File: config.mk
export PLATFORM = sky130hd
export DESIGN_NAME = fixed_length_packet_deframer
export DESIGN_NICKNAME = d
export VERILOG_FILES = /design/src/rtl/flpd_pkg.sv /design/src/rtl/flpd_frame_fsm.sv /design/src/rtl/flpd_out_reg.sv /design/src/rtl/fixed_length_packet_deframer.sv
export SDC_FILE = /design/constraint.sdc
export NUM_CORES = 1
export LEC_CHECK = 0
export ABC_CLOCK_PERIOD_IN_PS = 2300
export BUFFER_PORTS_ARGS = -buffer_cell sky130_fd_sc_hd__clkbuf_2
export CORE_MARGIN = 3
export CORE_UTILIZATION = 35
export CTS_CLUSTER_SIZE = 20
export DETAILED_ROUTE_END_ITERATION = 10
export SKIP_LAST_GASP = 1
export SYNTH_ARGS = -nofsm -noshare
export SYNTH_HDL_FRONTEND = slang
export SYNTH_SLANG_ARGS = --single-unit
File: constraint.sdc
create_clock -name i_clk -period 2.3 [get_ports i_clk]
set_clock_uncertainty 0.2 [all_clocks]
set_input_delay 0.23 -clock i_clk [delete_from_list [all_inputs] [get_ports i_clk]]
set_output_delay 0.23 -clock i_clk [all_outputs]
set_load 0.02 [all_outputs]
File: src/rtl/flpd_pkg.sv
// ----------------------------------------------------------------------------
// Fixed-length packet deframer package
// Shared widths, register indexes, status codes and the result record.
// ----------------------------------------------------------------------------
package flpd_pkg;

    localparam int BYTE_W    = 8;
    localparam int STATUS_W  = 2;
    localparam int WORD_W    = 32;
    localparam int PAYLOAD_W = 40;
    localparam int CFG_IDX_W = 1;
    localparam int OUT_DATA_W = 48;
    localparam int RESULT_W  = STATUS_W + BYTE_W + WORD_W;

    // Register indexes on the configuration port.
    localparam logic [CFG_IDX_W-1:0] CFG_HEADER = 1'b0;
    localparam logic [CFG_IDX_W-1:0] CFG_TAIL   = 1'b1;

    localparam logic [BYTE_W-1:0] HEADER_RESET = 8'hA5;
    localparam logic [BYTE_W-1:0] TAIL_RESET   = 8'h5A;

    // Frame status codes.
    localparam logic [STATUS_W-1:0] ST_OK       = 2'd0;
    localparam logic [STATUS_W-1:0] ST_BAD_TAIL = 2'd1;
    localparam logic [STATUS_W-1:0] ST_BAD_SUM  = 2'd2;

    // Packed so that the status sits in the lowest bits.
    typedef struct packed {
        logic [WORD_W-1:0]   command_word;
        logic [BYTE_W-1:0]   flag_byte;
        logic [STATUS_W-1:0] frame_status;
    } t_result;

endpackage

File: src/rtl/flpd_frame_fsm.sv
// ----------------------------------------------------------------------------
// Frame tracker
// Follows the frame byte by byte, collects the payload, keeps the running
// sum and forms the result when the tail byte arrives.
// ----------------------------------------------------------------------------
module flpd_frame_fsm
    import flpd_pkg::*;
(
    input  logic              i_clk,
    input  logic              i_rst_n,
    input  logic              i_accept,
    input  logic [BYTE_W-1:0] i_byte,
    input  logic [BYTE_W-1:0] i_header_value,
    input  logic [BYTE_W-1:0] i_tail_value,
    output logic              o_in_tail,
    output logic              o_res_valid,
    output t_result           o_res
);

    typedef enum logic [2:0] {
        PH_WAIT  = 3'd0,
        PH_P1    = 3'd1,
        PH_P2    = 3'd2,
        PH_P3    = 3'd3,
        PH_P4    = 3'd4,
        PH_P5    = 3'd5,
        PH_CHECK = 3'd6,
        PH_TAIL  = 3'd7
    } t_phase;

    t_phase                 r_phase;
    logic [BYTE_W-1:0]      r_sum;
    logic [PAYLOAD_W-1:0]   r_payload;
    logic [BYTE_W-1:0]      r_checksum;

    always_ff @(posedge i_clk) begin
        if (!i_rst_n) begin
            r_phase <= PH_WAIT;
            r_sum   <= '0;
        end else if (i_accept) begin
            unique case (r_phase)
                PH_WAIT: begin
                    if (i_byte == i_header_value) begin
                        r_sum   <= '0;
                        r_phase <= PH_P1;
                    end
                end
                PH_P1, PH_P2, PH_P3, PH_P4, PH_P5: begin
                    r_sum   <= r_sum + i_byte;
                    r_phase <= t_phase'(r_phase + 3'd1);
                end
                PH_CHECK: r_phase <= PH_TAIL;
                PH_TAIL:  r_phase <= PH_WAIT;
                default:  r_phase <= PH_WAIT;
            endcase
        end
    end

    // Payload and checksum bytes need no reset: a frame writes them all
    // before its tail byte can be seen.
    always_ff @(posedge i_clk) begin
        if (i_accept) begin
            unique case (r_phase)
                PH_P1:    r_payload[7:0]   <= i_byte;
                PH_P2:    r_payload[15:8]  <= i_byte;
                PH_P3:    r_payload[23:16] <= i_byte;
                PH_P4:    r_payload[31:24] <= i_byte;
                PH_P5:    r_payload[39:32] <= i_byte;
                PH_CHECK: r_checksum       <= i_byte;
                default: ;
            endcase
        end
    end

    assign o_in_tail   = (r_phase == PH_TAIL);
    assign o_res_valid = i_accept && (r_phase == PH_TAIL);

    always_comb begin
        o_res.flag_byte    = r_payload[7:0];
        o_res.command_word = r_payload[39:8];
        priority if (i_byte != i_tail_value) begin
            o_res.frame_status = ST_BAD_TAIL;
        end else if (r_sum != r_checksum) begin
            o_res.frame_status = ST_BAD_SUM;
        end else begin
            o_res.frame_status = ST_OK;
        end
    end

    // A result always closes the frame.
    a_res_closes_frame: assert property (@(posedge i_clk) disable iff (!i_rst_n)
        o_res_valid |=> (r_phase == PH_WAIT))
        else $error("frame not closed after result");

    // A header byte seen while waiting starts a fresh sum.
    a_header_clears_sum: assert property (@(posedge i_clk) disable iff (!i_rst_n)
        (i_accept && r_phase == PH_WAIT && i_byte == i_header_value)
            |=> (r_sum == '0) && (r_phase == PH_P1))
        else $error("sum not cleared at frame start");

    // The sum in the checksum phase covers exactly five payload bytes.
    a_check_follows_p5: assert property (@(posedge i_clk) disable iff (!i_rst_n)
        (i_accept && r_phase == PH_P5)
            |=> (r_phase == PH_CHECK) && (r_sum == $past(r_sum + i_byte)))
        else $error("payload sum slipped");

    a_status_code: assert property (@(posedge i_clk) disable iff (!i_rst_n)
        o_res_valid |-> (o_res.frame_status != 2'd3))
        else $error("unused status code produced");

endmodule

File: src/rtl/flpd_out_reg.sv
// ----------------------------------------------------------------------------
// Result register
// Holds one finished result until the downstream side takes it.
// ----------------------------------------------------------------------------
module flpd_out_reg
    import flpd_pkg::*;
(
    input  logic    i_clk,
    input  logic    i_rst_n,
    input  logic    i_load,
    input  t_result i_res,
    input  logic    i_ready,
    output logic    o_can_load,
    output logic    o_valid,
    output t_result o_res
);

    logic    r_valid;
    t_result r_res;

    assign o_can_load = !r_valid || i_ready;

    always_ff @(posedge i_clk) begin
        if (!i_rst_n) begin
            r_valid <= 1'b0;
        end else if (i_load) begin
            r_valid <= 1'b1;
        end else if (i_ready) begin
            r_valid <= 1'b0;
        end
    end

    always_ff @(posedge i_clk) begin
        if (i_load) begin
            r_res <= i_res;
        end
    end

    assign o_valid = r_valid;
    assign o_res   = r_res;

    // A new result is never loaded over one that is still waiting.
    a_no_overwrite: assert property (@(posedge i_clk) disable iff (!i_rst_n)
        (r_valid && !i_ready) |-> !i_load)
        else $error("result overwritten before taken");

    a_load_shows: assert property (@(posedge i_clk) disable iff (!i_rst_n)
        i_load |=> (r_valid && r_res == $past(i_res)))
        else $error("loaded result not presented");

    a_taken_clears: assert property (@(posedge i_clk) disable iff (!i_rst_n)
        (r_valid && i_ready && !i_load) |=> !r_valid)
        else $error("taken result still shown");

endmodule

File: src/rtl/fixed_length_packet_deframer.sv
// ----------------------------------------------------------------------------
// Fixed-length packet deframer
// Receives header, five payload bytes, checksum and tail; reports status
// and the assembled flag byte and command word once per frame.
//
//   Channel   Dir  Handshake               Payload
//   s         in   i_s_tvalid/o_s_tready   i_s_tdata: rx_byte
//   m         out  o_m_tvalid/i_m_tready   o_m_tdata: status, flag, command
//   cfg       in   i_cfg_we                i_cfg_idx, i_cfg_data
//
// One byte is accepted per cycle while o_s_tready is high; a frame takes seven bytes after its header.
// The result is registered and appears on the master side in the cycle after the tail byte.
// o_s_tready drops only while the tracker expects a tail byte and the previous
// result is still held in the result register and not being taken.
// Reset is synchronous: the tracker waits for a header, the registers
// return to header 0xA5 and tail 0x5A, and the result register is empty.
// ----------------------------------------------------------------------------
module fixed_length_packet_deframer
    import flpd_pkg::*;
(
    input  logic                  i_clk,
    input  logic                  i_rst_n,
    input  logic                  i_s_tvalid,
    output logic                  o_s_tready,
    input  logic [BYTE_W-1:0]     i_s_tdata,   // [7:0] rx_byte
    output logic                  o_m_tvalid,
    input  logic                  i_m_tready,
    output logic [OUT_DATA_W-1:0] o_m_tdata,   // [1:0] frame_status,
                                               // [9:2] flag_byte,
                                               // [41:10] command_word, zero above
    input  logic                  i_cfg_we,
    input  logic [CFG_IDX_W-1:0]  i_cfg_idx,
    input  logic [BYTE_W-1:0]     i_cfg_data
);

    logic [BYTE_W-1:0] r_header_value;
    logic [BYTE_W-1:0] r_tail_value;

    logic    in_tail;
    logic    can_load;
    logic    accept;
    logic    res_valid;
    t_result res;
    t_result out_res;

    always_ff @(posedge i_clk) begin
        if (!i_rst_n) begin
            r_header_value <= HEADER_RESET;
            r_tail_value   <= TAIL_RESET;
        end else if (i_cfg_we) begin
            unique case (i_cfg_idx)
                CFG_HEADER: r_header_value <= i_cfg_data;
                CFG_TAIL:   r_tail_value   <= i_cfg_data;
                default: ;
            endcase
        end
    end

    // Only a tail byte produces a word, so only it waits for room.
    assign o_s_tready = !in_tail || can_load;
    assign accept     = i_s_tvalid && o_s_tready;

    flpd_frame_fsm u_fsm (
        .i_clk          (i_clk),
        .i_rst_n        (i_rst_n),
        .i_accept       (accept),
        .i_byte         (i_s_tdata),
        .i_header_value (r_header_value),
        .i_tail_value   (r_tail_value),
        .o_in_tail      (in_tail),
        .o_res_valid    (res_valid),
        .o_res          (res)
    );

    flpd_out_reg u_out (
        .i_clk      (i_clk),
        .i_rst_n    (i_rst_n),
        .i_load     (res_valid),
        .i_res      (res),
        .i_ready    (i_m_tready),
        .o_can_load (can_load),
        .o_valid    (o_m_tvalid),
        .o_res      (out_res)
    );

    assign o_m_tdata = {{(OUT_DATA_W - RESULT_W){1'b0}}, out_res};

endmodule

Word-level counts from Yosys, hierarchy flattened
Cells that the tools add are included.
{"block": "totals", "reg_bits": 118, "wordCells": 55}
{"block": "op_classes", "addsub": 2, "eq_ne": 11, "mux": 7, "n_bitwise": 1, "n_reduce_logical": 20}
{"cell": "AND reduction 2 bit", "count": 9}
{"cell": "inequality test 8 bit", "count": 2}
{"cell": "case mux 8 bit (2 select lines)", "count": 1}
{"cell": "== test 3 bit, second input constant", "count": 4}
{"cell": "case mux 3 bit (4 select lines)", "count": 1}
{"cell": "adder 8 bit", "count": 1}
{"cell": "== test 8 bit", "count": 1}
{"cell": "two-way mux 8 bit", "count": 1}
{"cell": "== test 3 x 2 -> 1 bit, second input constant", "count": 2}
{"cell": "OR reduction 5 bit", "count": 1}
{"cell": "nonzero test 2 bit", "count": 2}
{"cell": "adder 3 x 1 -> 3 bit, second input constant", "count": 1}
{"cell": "== test 3 x 1 -> 1 bit, second input constant", "count": 1}
{"cell": "zero test 3 bit", "count": 1}
{"cell": "two-way mux 3 bit", "count": 1}
{"cell": "AND reduction 3 bit", "count": 1}
{"cell": "logical AND 1 bit", "count": 2}
{"cell": "zero test 1 bit", "count": 2}
{"cell": "logical OR 1 bit", "count": 2}
{"cell": "two-way mux 1 bit", "count": 2}
{"cell": "two-way mux 2 bit", "count": 1}
{"cell": "inequality test 2 x 1 -> 1 bit, second input constant", "count": 1}
{"cell": "NOT 1 bit", "count": 1}

Logic depth before layout (Yosys ltp)
Gate-level depths: netlist (run 1).
{"block": "logic_depth", "depth_word": 6, "ltp_mapped": 9, "depth_no_buf": 8}

Cells and area by module
Synthesis (run 1) repeated with hierarchy kept, for this count alone.
{"block": "unflattened", "cells_unflattened": 293, "hier_area_um2": 4606.9}
{"mod": "flpd_frame_fsm", "instances": 1, "cells_each": 166, "area_per_inst_um2": 2539.9, "seq_area_each_um2": 1661.6}
{"mod": "flpd_out_reg", "instances": 1, "cells_each": 46, "area_per_inst_um2": 1310.0, "seq_area_each_um2": 1281.2}
{"mod": "fixed_length_packet_deframer", "instances": 1, "cells_each": 81, "area_per_inst_um2": 757.0, "seq_area_each_um2": 320.3}

Worst setup path after synthesis (run 1)
OpenSTA, ideal clock, no wires.
{"block": "synth_timing", "path_kind": "register to register", "startpoint": "register u_fsm.r_phase[1]", "endpoint": "register u_out.r_res (netlist bit u_out.o_res[0]) (enable)", "arrival_ns": 1.861, "t_required_ns": 1.696, "setup_slack_ns": -0.165, "path_stages_with_launch": 4, "n_path_buf": 0, "synth_period_minus_slack_ns": 2.465, "path_cell_list": "dfxtp_1 ha_1 ha_1 and3_1"}
{"block": "synth_via", "elab_chain_len": 5}
{"element": "from (decl)", "line": "flpd_frame_fsm.sv:31", "source": "t_phase r_phase;"}
{"element": "from (signal assigned)", "line": "flpd_frame_fsm.sv:50", "source": "r_phase <= t_phase'(r_phase + 3'd1);"}
{"element": "== test 3 bit *", "line": "flpd_frame_fsm.sv:75, flpd_frame_fsm.sv:76"}
{"element": "zero test 1 bit", "line": "fixed_length_packet_deframer.sv:60", "source": "assign o_s_tready = !in_tail || can_load;"}
{"element": "logical OR 1 bit", "line": "fixed_length_packet_deframer.sv:60"}
{"element": "logical AND 1 bit", "line": "fixed_length_packet_deframer.sv:61", "source": "assign accept = i_s_tvalid && o_s_tready;"}
{"element": "logical AND 1 bit *", "line": "flpd_frame_fsm.sv:76", "source": "assign o_res_valid = i_accept && (r_phase == PH_TAIL);"}
{"element": "net res_valid", "line": "fixed_length_packet_deframer.sv:42", "source": "logic res_valid;"}
{"element": "to (signal assigned)", "line": "flpd_out_reg.sv:35", "source": "r_res <= i_res;"}
{"element": "to (decl)", "line": "flpd_out_reg.sv:19", "source": "t_result r_res;"}
The timed path passes the listed nets; every way through them passes the cells marked *.
A chain may end at the register's enable or synchronous reset.

Final worst setup path (run 1)
{"block": "layout_timing", "startpoint": "input i_s_tdata[6]", "endpoint": "register u_fsm.r_sum[6]"}
{"block": "layout_via", "elab_chain_len": 3, "elab_cells_between_ends": 5}
{"element": "from (decl)", "line": "fixed_length_packet_deframer.sv:25", "source": "input logic [BYTE_W-1:0] i_s_tdata,"}
{"element": "parallel branches: the longest is 3 deep, another holds adder 8 bit"}
{"element": "to (signal assigned)", "line": "flpd_frame_fsm.sv:49", "source": "r_sum <= r_sum + i_byte;"}
{"element": "to (decl)", "line": "flpd_frame_fsm.sv:32", "source": "logic [BYTE_W-1:0] r_sum;"}
Several ways; the timed one is not identified.

==> results of run 1 <==
state kept, by name, summed over array words and instances (netlist names):
register          flops
u_out.o_res          42
u_fsm.r_payload      40
r_header_value        8
r_tail_value          8
u_fsm.r_checksum      8
u_fsm.r_sum           8
u_fsm.r_phase         3
u_out.o_valid         1
where the power goes:
| part | switching, mW | internal [mW] | total, mW |
|---|---|---|---|
| logic | 0.106 | 0.0811 | 0.187 |
| clock network | 0.871 | 1.69 | 2.57 |
| registers | 0.0108 | 2.30 | 2.31 |
| total | 0.988 | 4.07 | 5.06 |
stage by stage:
step / std cells / instance area, um^2 / setup slack (ps) / setup TNS (ps) / hold WS [ps]
floorplan: 321 / 4619 / 87.24 / 0 / 128.9
global placement: 564 / 5239 / 53.37 / 0 / 200.5
detailed placement: 564 / 5239 / 35.24 / 0 / 204.5
CTS: 610 / 5967 / 44.65 / 0 / 11.75
global route: 611 / 5989 / -19.19 / -20.54 / 25.55
finish: 611 / 5989 / 119.3 / 0 / 46.96
worst max-delay path, stage by stage:
cell	delay, ps
dlygate4sd3_1	530
clkbuf_2	170
xnor2_1	160
nand4_1	120
o211a_1	280
a211oi_4	350
buf_4	210
nor2_1	50
a41o_1	190
layer usage:
metal,share of wire,up-vias,GRT usage,wire (um)
met4,0.011,0,0.05099,96
met1,0.45,1266,0.1606,3984
li1,-,1357,-,-
met5,0,-,0,0
met2,0.47,95,0.2022,4166
met3,0.064,9,0.04958,565
cell usage in the layout, fill, tap and decap left out, types with 6 or more instances in the layout:
cell / Yosys / layout
clkbuf_2: 0 / 65
nand3_1: 11 / 11
nor2_1: 6 / 6
and3_1: 7 / 6
xnor2_1: 11 / 11
buf_4: 6 / 19
nand2_1: 42 / 42
clkbuf_16: 0 / 17
dfxtp_1: 28 / 28
ha_1: 13 / 13
a21boi_0: 10 / 10
xor2_1: 18 / 18
dlygate4sd3_1: 0 / 14
edfxtp_1: 90 / 90
conb_1: 1 / 6
cell type report:
class	count	area (um^2)
clock buffers	19	432.9
clock inverters	13	155.1
fillers	1157	6733
inverters	5	18.77
multi-input cells	184	1265
flip-flops and latches	118	3263
well taps	172	215.2
repair buffers	100	639.4
Yosys cell counts:
| master | n | share of area |
|---|---|---|
| and2b_1 | 3 | 0.0049 |
| fa_1 | 1 | 0.0044 |
| nand2b_1 | 4 | 0.0054 |
| and2_1 | 2 | 0.0027 |
| a311oi_1 | 1 | 0.0019 |
| o221ai_1 | 1 | 0.0019 |
| a21boi_0 | 10 | 0.016 |
| ha_1 | 13 | 0.035 |
| or2b_1 | 1 | 0.0016 |
| a211oi_4 | 1 | 0.0044 |
| o211a_1 | 1 | 0.0022 |
| a21oi_1 | 5 | 0.0054 |
| nor3b_1 | 2 | 0.0033 |
| nor2b_1 | 5 | 0.0068 |
| xor2_1 | 18 | 0.034 |
| and3_1 | 7 | 0.0095 |
| a41o_1 | 2 | 0.0044 |
| o21a_1 | 2 | 0.0033 |
| mux2i_1 | 4 | 0.0087 |
| dfxtp_1 | 28 | 0.12 |
| nand4_1 | 3 | 0.0041 |
| a211oi_1 | 1 | 0.0016 |
| edfxtp_1 | 90 | 0.59 |
| o21ai_2 | 1 | 0.0019 |
| conb_1 | 1 | 0.00082 |
| a31oi_1 | 1 | 0.0014 |
| buf_6 | 1 | 0.0025 |
| nand3b_1 | 1 | 0.0016 |
| buf_4 | 6 | 0.0098 |
| nor3_1 | 1 | 0.0011 |
| clkbuf_1 | 6 | 0.0049 |
| o311ai_0 | 1 | 0.0019 |
| a211o_1 | 1 | 0.0019 |
| a21boi_1 | 2 | 0.0033 |
| nor2_1 | 6 | 0.0049 |
| xnor2_1 | 11 | 0.021 |
| a21o_1 | 5 | 0.0082 |
| buf_2 | 1 | 0.0011 |
| nor4_1 | 5 | 0.0068 |
| o21ai_0 | 2 | 0.0022 |
| nand3_1 | 11 | 0.012 |
| nand2_1 | 42 | 0.034 |
| inv_1 | 5 | 0.0041 |
| o211ai_1 | 1 | 0.0016 |
repair_timing:
item,in CTS,in global routing
setup endpoints to repair,0,9
hold buffers,14,0
buffers inserted,0,1
gates resized for setup,0,5
hold endpoints to repair,25,0
how the worst max path moves through the flow:
stage | end | slack (ps) | cells after the start
finish | u_fsm.r_sum[6] | 120 | 9
global route | u_fsm.r_sum[7] | -20 | 9
CTS | u_fsm.r_sum[4] | 40 | 8
detailed placement | u_fsm.r_sum[6] | 40 | 9
global placement | u_fsm.r_sum[6] | 50 | 9
floorplan | u_fsm.r_sum[6] | 90 | 8
cell families after synthesis:
logic type                 synth area share
AOI/OAI and AO/OA                   0.06373
DFF                                  0.7102
muxes                              0.008715
xor gates and xnor gates            0.05528
other                             0.0008162
and+or+nand+nor                     0.09912
adders and majority gates           0.03976
buffers and inverters               0.02233
==> metrics.cfg, run 1 <==
[outcome]
status=finished, final reports clean

[hold_path]
hp-start=i_s_tdata[5]
min_path_type=in -> reg
hold_end=u_fsm.r_payload[37]
hold_path_depth=1

[sta]
setup_viol=0
fin_crit_sh=0.9481
fmax_mhz=458.6
tightest_slew_ps=620.4
finalCriticalPeriod_ps=2181
hold_viol=0
slew_headroom=0.5864
rsz0062_at_grt=true
drv_slew=0

[worst_setup_path]
r2r_slack_ps=130
r2r_cells=8
critical_path_class=in -> reg
crit_start=i_s_tdata[6]
endpoint_kind=flip-flop
cp.required_ps=2400
crit_arrival_ps=2280
cp-start-kind=primary input
worst-path-max-fanout=6
r2r-end=u_fsm.r_sum[6]
rr_startpoint=u_fsm.r_sum[0]

[floorplan]
ios=72
die_y_um=120.6
coreArea_um2=12720
rows=41
fp.dieArea_um2=14540
start_util=0.3611
die_w_um=120.6

[power_and_ir_drop]
p_leak_nw=2.373
ir_drop_mv=0.4907
p_total_mw=5.060
powerDensity_nw_per_um2=844.9

[cts]
clk_pin_slew_ps=50
clk_path_buf_depth=2
cts_tree=done
cts_buffers=17
clk_latency_ps=400
h-tree-depth=4
cts_sinks=118
cts_root_buffer=clkbuf_16

[route]
vias_per_cell=4.463
drc=0
route.vias.total=2727
finalWirelength_um=8812
wl_per_cell_um=14.42
drt_pre_antenna_iters=4
drtAntennaViolNets=0
drtIter0Drc=252

[yosys]
yosys_warnings=0
netlist_instances=316
ys_seq_area_frac=0.7102
yosysUniqueCellTypes=44
syn_area_um2=4594
avgSynthCellArea_um2=14.54
ys_ff_latch=118

[job]
cap_violations=0

[grt]
grt_start_max_net_pins=43
grt.overflow.total=0
antenna_found_initial=0
track_usage=0.1288
grt_pass1_vias=2647
grt_pass1_wl_um=13910

[final_layout]
finish.utilization=0.4708
drive_above_1_share=0.2779
area_growth_pct=30.36
fin_nets=462
antenna_cells=0

[place]
port_buffers=65
gp_congestion=0.8439
dp_hpwl_um=6177

(Power assumes the default switching activity.)
==> run 2: changes to the inputs <==
--- a/config.mk
+++ b/config.mk
@@ -5,7 +5,7 @@
 export SDC_FILE = /design/constraint.sdc
 export NUM_CORES = 1
 export LEC_CHECK = 0
-export ABC_CLOCK_PERIOD_IN_PS = 2300
+export ABC_CLOCK_PERIOD_IN_PS = 2200
 export BUFFER_PORTS_ARGS = -buffer_cell sky130_fd_sc_hd__clkbuf_2
 export CORE_MARGIN = 3
 export CORE_UTILIZATION = 35
==> constraint.sdc (replaced) <==
create_clock -name i_clk -period 2.2 [get_ports i_clk]
set_clock_uncertainty 0.2 [all_clocks]
set_input_delay 0.22 -clock i_clk [delete_from_list [all_inputs] [get_ports i_clk]]
set_output_delay 0.22 -clock i_clk [all_outputs]
set_load 0.02 [all_outputs]
==> metrics.cfg, run 2 (synthesis gave the netlist of run 1 again) <==
[outcome]
status=finished, final reports clean

[final_layout]
antenna_cells=0
finish.utilization=0.4786
area_growth_pct=32.52
largest_register_ffs=42
drive_above_1_share=0.2971
mostFrequentLayoutCells=edfxtp_1 (90), clkbuf_2 (64), nand2_1 (42)
final_common_cell=edfxtp_1
fin_nets=465

[grt]
grt.overflow.total=0
grt_pass1_wl_um=14200
track_usage=0.1304
use_met2=0.2173
globalRouteMet3Util=0.04116
grt_pass1_vias=2719
grtUsageMet1=0.1613
grt.busiest_layer=met2
antenna_found_initial=0
grt_start_max_net_pins=43

[worst_setup_path]
crit_arrival_ps=1970
cp-start-kind=flip-flop
cp.required_ps=2060
r2r_cells=6
worst-path-max-fanout=8
endpoint_kind=flip-flop
critical_path_class=reg -> reg

[power_and_ir_drop]
p_total_mw=5.642
p_leak_nw=2.429
ir_drop_mv=0.4994
powerDensity_nw_per_um2=926.8
p_seq_frac=0.427
pwr-share-clk=0.538
combPwrFrac=0.035
sw_frac_of_total=0.1850
p_switching_mw=1.044
p_int_mw=4.599

[sta]
hold_viol=0
finalSetupTns_ps=0
setup_viol=0
fmax_mhz=474.5
fin_crit_sh=0.9580
drv_slew=0
rsz0062_at_grt=false
slew_headroom=0.5646
tightest_slew_ps=653.0
finalCriticalPeriod_ps=2108

[cts]
clk_latency_ps=400
clk_pin_slew_ps=50
cts_tree=done
h-tree-depth=4
cts_root_buffer=clkbuf_16
cts_sinks=118
clk_path_buf_depth=2
cts_buffers=17

[route]
drtAntennaViolNets=0
drtIter0Drc=189
drc=0
drt_pre_antenna_iters=4
wl_per_cell_um=14.95
route.vias.total=2766
finalWirelength_um=9163
vias_per_cell=4.512

[floorplan]
die_y_um=120.6
die_w_um=120.6
ios=72
coreArea_um2=12720
start_util=0.3611
rows=41
fp.dieArea_um2=14540

[place]
dp_hpwl_um=6438
gp_congestion=0.8642
port_buffers=65

[hold_path]
hold_path_depth=1
min_path_type=in -> reg

[job]
cap_violations=0

==> run 2: cell types whose count changed in the layout (fill, tap and decap cells not counted), sizes merged <==
cell,previous run,this run
clkinv,6,5
clkbuf,84,82
dlymetal6s4s,0,1
bufinv,3,6
clkinvlp,2,1
inv,7,6
buf,21,26
dlygate4sd3,14,12
==> run 2: critical path, cell delays in order (launching register included) <==
cell and delay [ps]:
dfxtp_1 320, ha_1 240, ha_1 220, nand3b_1 110
buf_4 130, and2_1 160, and3_1 390
==> run 2: path summary, 6_finish.rpt <==
path / start / end / slack [ps]
max: u_fsm.r_phase[0] / u_fsm.r_payload[29] / 90
min: i_s_tdata[5] / u_fsm.r_payload[37] / 20
max reg2reg: u_fsm.r_phase[0] / u_fsm.r_payload[29] / 90
min reg2reg: u_fsm.r_payload[35] / u_out.o_res[37] / 210
==> run 2: what timing repair did <==
item                                    in CTS  in global routing
hold endpoints to repair                    22                  0
buffers inserted                             0                  1
resized for setup                            1                  8
endpoints found under the setup margin       1                 27
pin swaps                                    0                  3
cloned                                       0                  0
hold buffers                                13                  0
==> run 2: metrics by stage <==
| step | area (um^2) | cells | setup WS (ps) | hold slack [ps] |
|---|---|---|---|---|
| final | 6088 | 613 | 92.35 | 22.44 |
| after global routing | 6088 | 613 | 6.252 | 23.31 |
| after CTS | 6067 | 613 | 9.827 | 37.15 |
| after detailed placement | 5276 | 569 | -108.0 | 204.5 |
| after global placement | 5276 | 569 | -72.56 | 201.9 |
| after floorplan | 4619 | 321 | -12.76 | 118.9 |
==> run 2: power groups by stage <==
stage	sequential, mW	clock (mW)	combinational, mW
after floorplan	2.45	0	0.0994
after global placement	2.46	0	0.176
after detailed placement	2.46	0	0.178
after CTS	2.41	3.08	0.197
after global routing	2.41	3.19	0.215
final	2.41	3.03	0.196
==> run 2: routing by layer <==
| metal | part of all wire | vias up | routed length (um) |
|---|---|---|---|
| met4 | 0.011 | 0 | 104 |
| met2 | 0.49 | 85 | 4489 |
| met1 | 0.45 | 1308 | 4087 |
| met3 | 0.052 | 8 | 481 |
| li1 | - | 1365 | - |
| met5 | 0 | - | 0 |
==> run 2: area by class of cell <==
type                            instances  area (um^2)
Fill cell                            1140         6634
Sequential cell                       118         3263
Multi-Input combinational cell        184         1272
Timing Repair Buffer                  103        660.6
Clock buffer                           18        429.2
Clock inverter                         13        229.0
Tap cell                              172        215.2
Inverter                                5        18.77
==> run 3: changes to the inputs <==
--- a/config.mk
+++ b/config.mk
@@ -5,7 +5,7 @@
 export SDC_FILE = /design/constraint.sdc
 export NUM_CORES = 1
 export LEC_CHECK = 0
-export ABC_CLOCK_PERIOD_IN_PS = 2200
+export ABC_CLOCK_PERIOD_IN_PS = 2600
 export BUFFER_PORTS_ARGS = -buffer_cell sky130_fd_sc_hd__clkbuf_2
 export CORE_MARGIN = 3
 export CORE_UTILIZATION = 35
@@ -14,4 +14,5 @@
 export SKIP_LAST_GASP = 1
 export SYNTH_ARGS = -nofsm -noshare
 export SYNTH_HDL_FRONTEND = slang
+export SYNTH_HIERARCHICAL = 1
 export SYNTH_SLANG_ARGS = --single-unit
==> constraint.sdc (replaced) <==
create_clock -name i_clk -period 2.6 [get_ports i_clk]
set_clock_uncertainty 0.2 [all_clocks]
set_input_delay 0.26 -clock i_clk [delete_from_list [all_inputs] [get_ports i_clk]]
set_output_delay 0.26 -clock i_clk [all_outputs]
set_load 0.02 [all_outputs]
==> metrics.cfg, run 3 <==
[route]
wl_per_cell_um=15.66
drc=0
drtAntennaViolNets=0
vias_per_cell=4.563
route.vias.total=2610
drtIter0Drc=188
drt_pre_antenna_iters=5
finalWirelength_um=8956

[worst_setup_path]
cp-start-kind=primary input
cp_slowest_cell=dlygate4sd3_1
r2r-end=u_out/o_res[0]
slowest_delay_ps=550
r2r_cells=5
cp.required_ps=2690
crit_arrival_ps=2500
path_cells=dlygate4sd3_1, clkbuf_2, ha_1, nand2_1, o311ai_0, a31oi_1, xnor2_1, a22o_1
critical_path_class=in -> reg
cp_num_buf_inv=2
endpoint_kind=flip-flop
worst-path-max-fanout=5
r2r_slack_ps=190
path_delay_family=compound AO/OA/AOI/OAI gates
rr_startpoint=u_fsm/r_phase[0]

[final_layout]
regArea_um2=3263
fin_nets=423
fillers=1148
antenna_cells=0
fin_cells=572
final_common_cell=edfxtp_1
drive_above_1_share=0.2975
largest_register_ffs=42
mostFrequentLayoutCells=edfxtp_1 (90), clkbuf_2 (65), dfxtp_1 (28)
multiInputGateArea_um2=1206
design_area_um2=5822
area_growth_pct=26.37
finish.utilization=0.4576

[place]
port_buffers=65
dp_hpwl_um=6140
dp_slack_ps=185.7
dpl.cell_count=530
placed_cell_area_um2=5130
gp_congestion=0.8487

[cts]
postCtsHoldBufs=10
cts_sinks=118
cts_setup_buffers=0
cts_root_buffer=clkbuf_16
clk_pin_slew_ps=60
h-tree-depth=4
clk_path_buf_depth=2
cts_resized=0
clk_latency_ps=410
cts_buffers=17
cts_tree=done

[grt]
grtUsageMet1=0.1750
grt.overflow.total=0
grt.busiest_layer=met2
grt_start_max_net_pins=44
grt_pass1_wl_um=14190
track_usage=0.1318
globalRouteMet3Util=0.04771
use_met2=0.1963
grt_pass1_vias=2572
antenna_found_initial=0

[floorplan]
die_w_um=120.7
die_y_um=120.7
rows=41
ios=72
fp.dieArea_um2=14580
coreArea_um2=12720
start_util=0.3621

[power_and_ir_drop]
powerDensity_nw_per_um2=897.0
ir_drop_mv=0.4467
p_total_mw=5.222
p_leak_nw=2.269

[yosys]
ys_seq_area_frac=0.7083
synth_top_cell_area_share=0.5866
avgSynthCellArea_um2=15.72
synthMostInstantiatedCell=edfxtp_1
synthTopCellsByArea=edfxtp_1 (59%), dfxtp_1 (12%), xor2_1 (3.6%)
synth_edf_count=90
yosys_warnings=6
yosys.area.top_type=edfxtp_1
ys_ff_latch=118
syn_area_um2=4607
synthFlopType=edfxtp_1
synthTopCellsByCount=edfxtp_1 (90), dfxtp_1 (28), xor2_1 (19)
netlist_instances=293
async_flop_share=0
yosysUniqueCellTypes=44

[hold_path]
min_path_type=in -> reg
hold_end=u_fsm/r_payload[35]
hp-start=i_s_tdata[3]
hold_path_depth=1

[sta]
finalCriticalPeriod_ps=2409
setup_viol=0
finalSetupTns_ps=0
hold_viol=0
fin_crit_sh=0.9264
holdWs_ps=24.73
rsz0062_at_grt=false
fmax_mhz=415.2
tightest_slew_ps=580.3
timing.final.ws_setup_ps=191.3
drv_slew=0
slew_headroom=0.6131

[outcome]
status=finished, final reports clean

[job]
cap_violations=0

## run 3: cell count changes after synthesis, sizes merged, moves of 4 or more
cell	previous run	this run
o211ai	1	10
clkbuf	6	1
a22o	0	8
nand3	11	4
buf	8	13
nand2	42	16
nor2	6	2
a21boi	12	2
inv	5	14
## run 3: worst register-to-register path: stages, from the launching register on
cell	delay (ps)
dfxtp_1	340
ha_1	220
ha_1	240
nand2b_1	110
and2_1	320
and2_4	590
## run 3: cell type report
| cell class | instances | share of cell area |
|---|---|---|
| Sequential cell | 118 | 0.5605 |
| Tap cell | 172 | 0.03697 |
| Clock buffer | 18 | 0.07372 |
| Clock inverter | 14 | 0.02794 |
| Timing Repair Buffer | 84 | 0.08468 |
| Multi-Input combinational cell | 152 | 0.2072 |
| Inverter | 14 | 0.009026 |
## run 3: where the power goes
| part | switching, mW | total [mW] | internal, mW |
|---|---|---|---|
| sequential | 0.0778 | 2.25 | 2.17 |
| clock | 0.880 | 2.32 | 1.44 |
| combinational | 0.393 | 0.660 | 0.267 |
## run 3: cells by family (layout without fill, tap and decap cells)
kind of cell / Yosys count / after routing / share of synthesized area
flip-flops: 118 / 118 / 0.7083
XOR/XNOR: 31 / 31 / 0.05894
other: 1 / 6 / 0.0008140
AO/OA/AOI/OAI: 42 / 42 / 0.08094
AND/OR/NAND/NOR: 55 / 55 / 0.06817
adder cells (fa/ha/maj): 14 / 14 / 0.03965
multiplexers: 4 / 4 / 0.008691
buffers and inverters: 28 / 130 / 0.03449
## run 3: worst max path at each step
stage | start | endpoint | slack, ps | cells past startpoint
finish | i_s_tdata[4] | u_fsm/r_sum[7] | 190 | 8
global route | u_fsm/r_phase[0] | u_out/o_valid | 60 | 7
CTS | u_fsm/r_phase[0] | u_out/o_res[36] | 190 | 5
detailed placement | u_fsm/r_phase[0] | u_out/o_res[25] | 190 | 5
global placement | u_fsm/r_phase[0] | u_out/o_res[41] | 220 | 5
floorplan | u_fsm/r_phase[0] | u_out/o_res[0] | 150 | 6
## run 3: per-layer routing
| metal | share of wire | wire (um) |
|---|---|---|
| met5 | 0 | 0 |
| met4 | 0.014 | 121 |
| met3 | 0.063 | 566 |
| met2 | 0.45 | 4027 |
| met1 | 0.47 | 4241 |
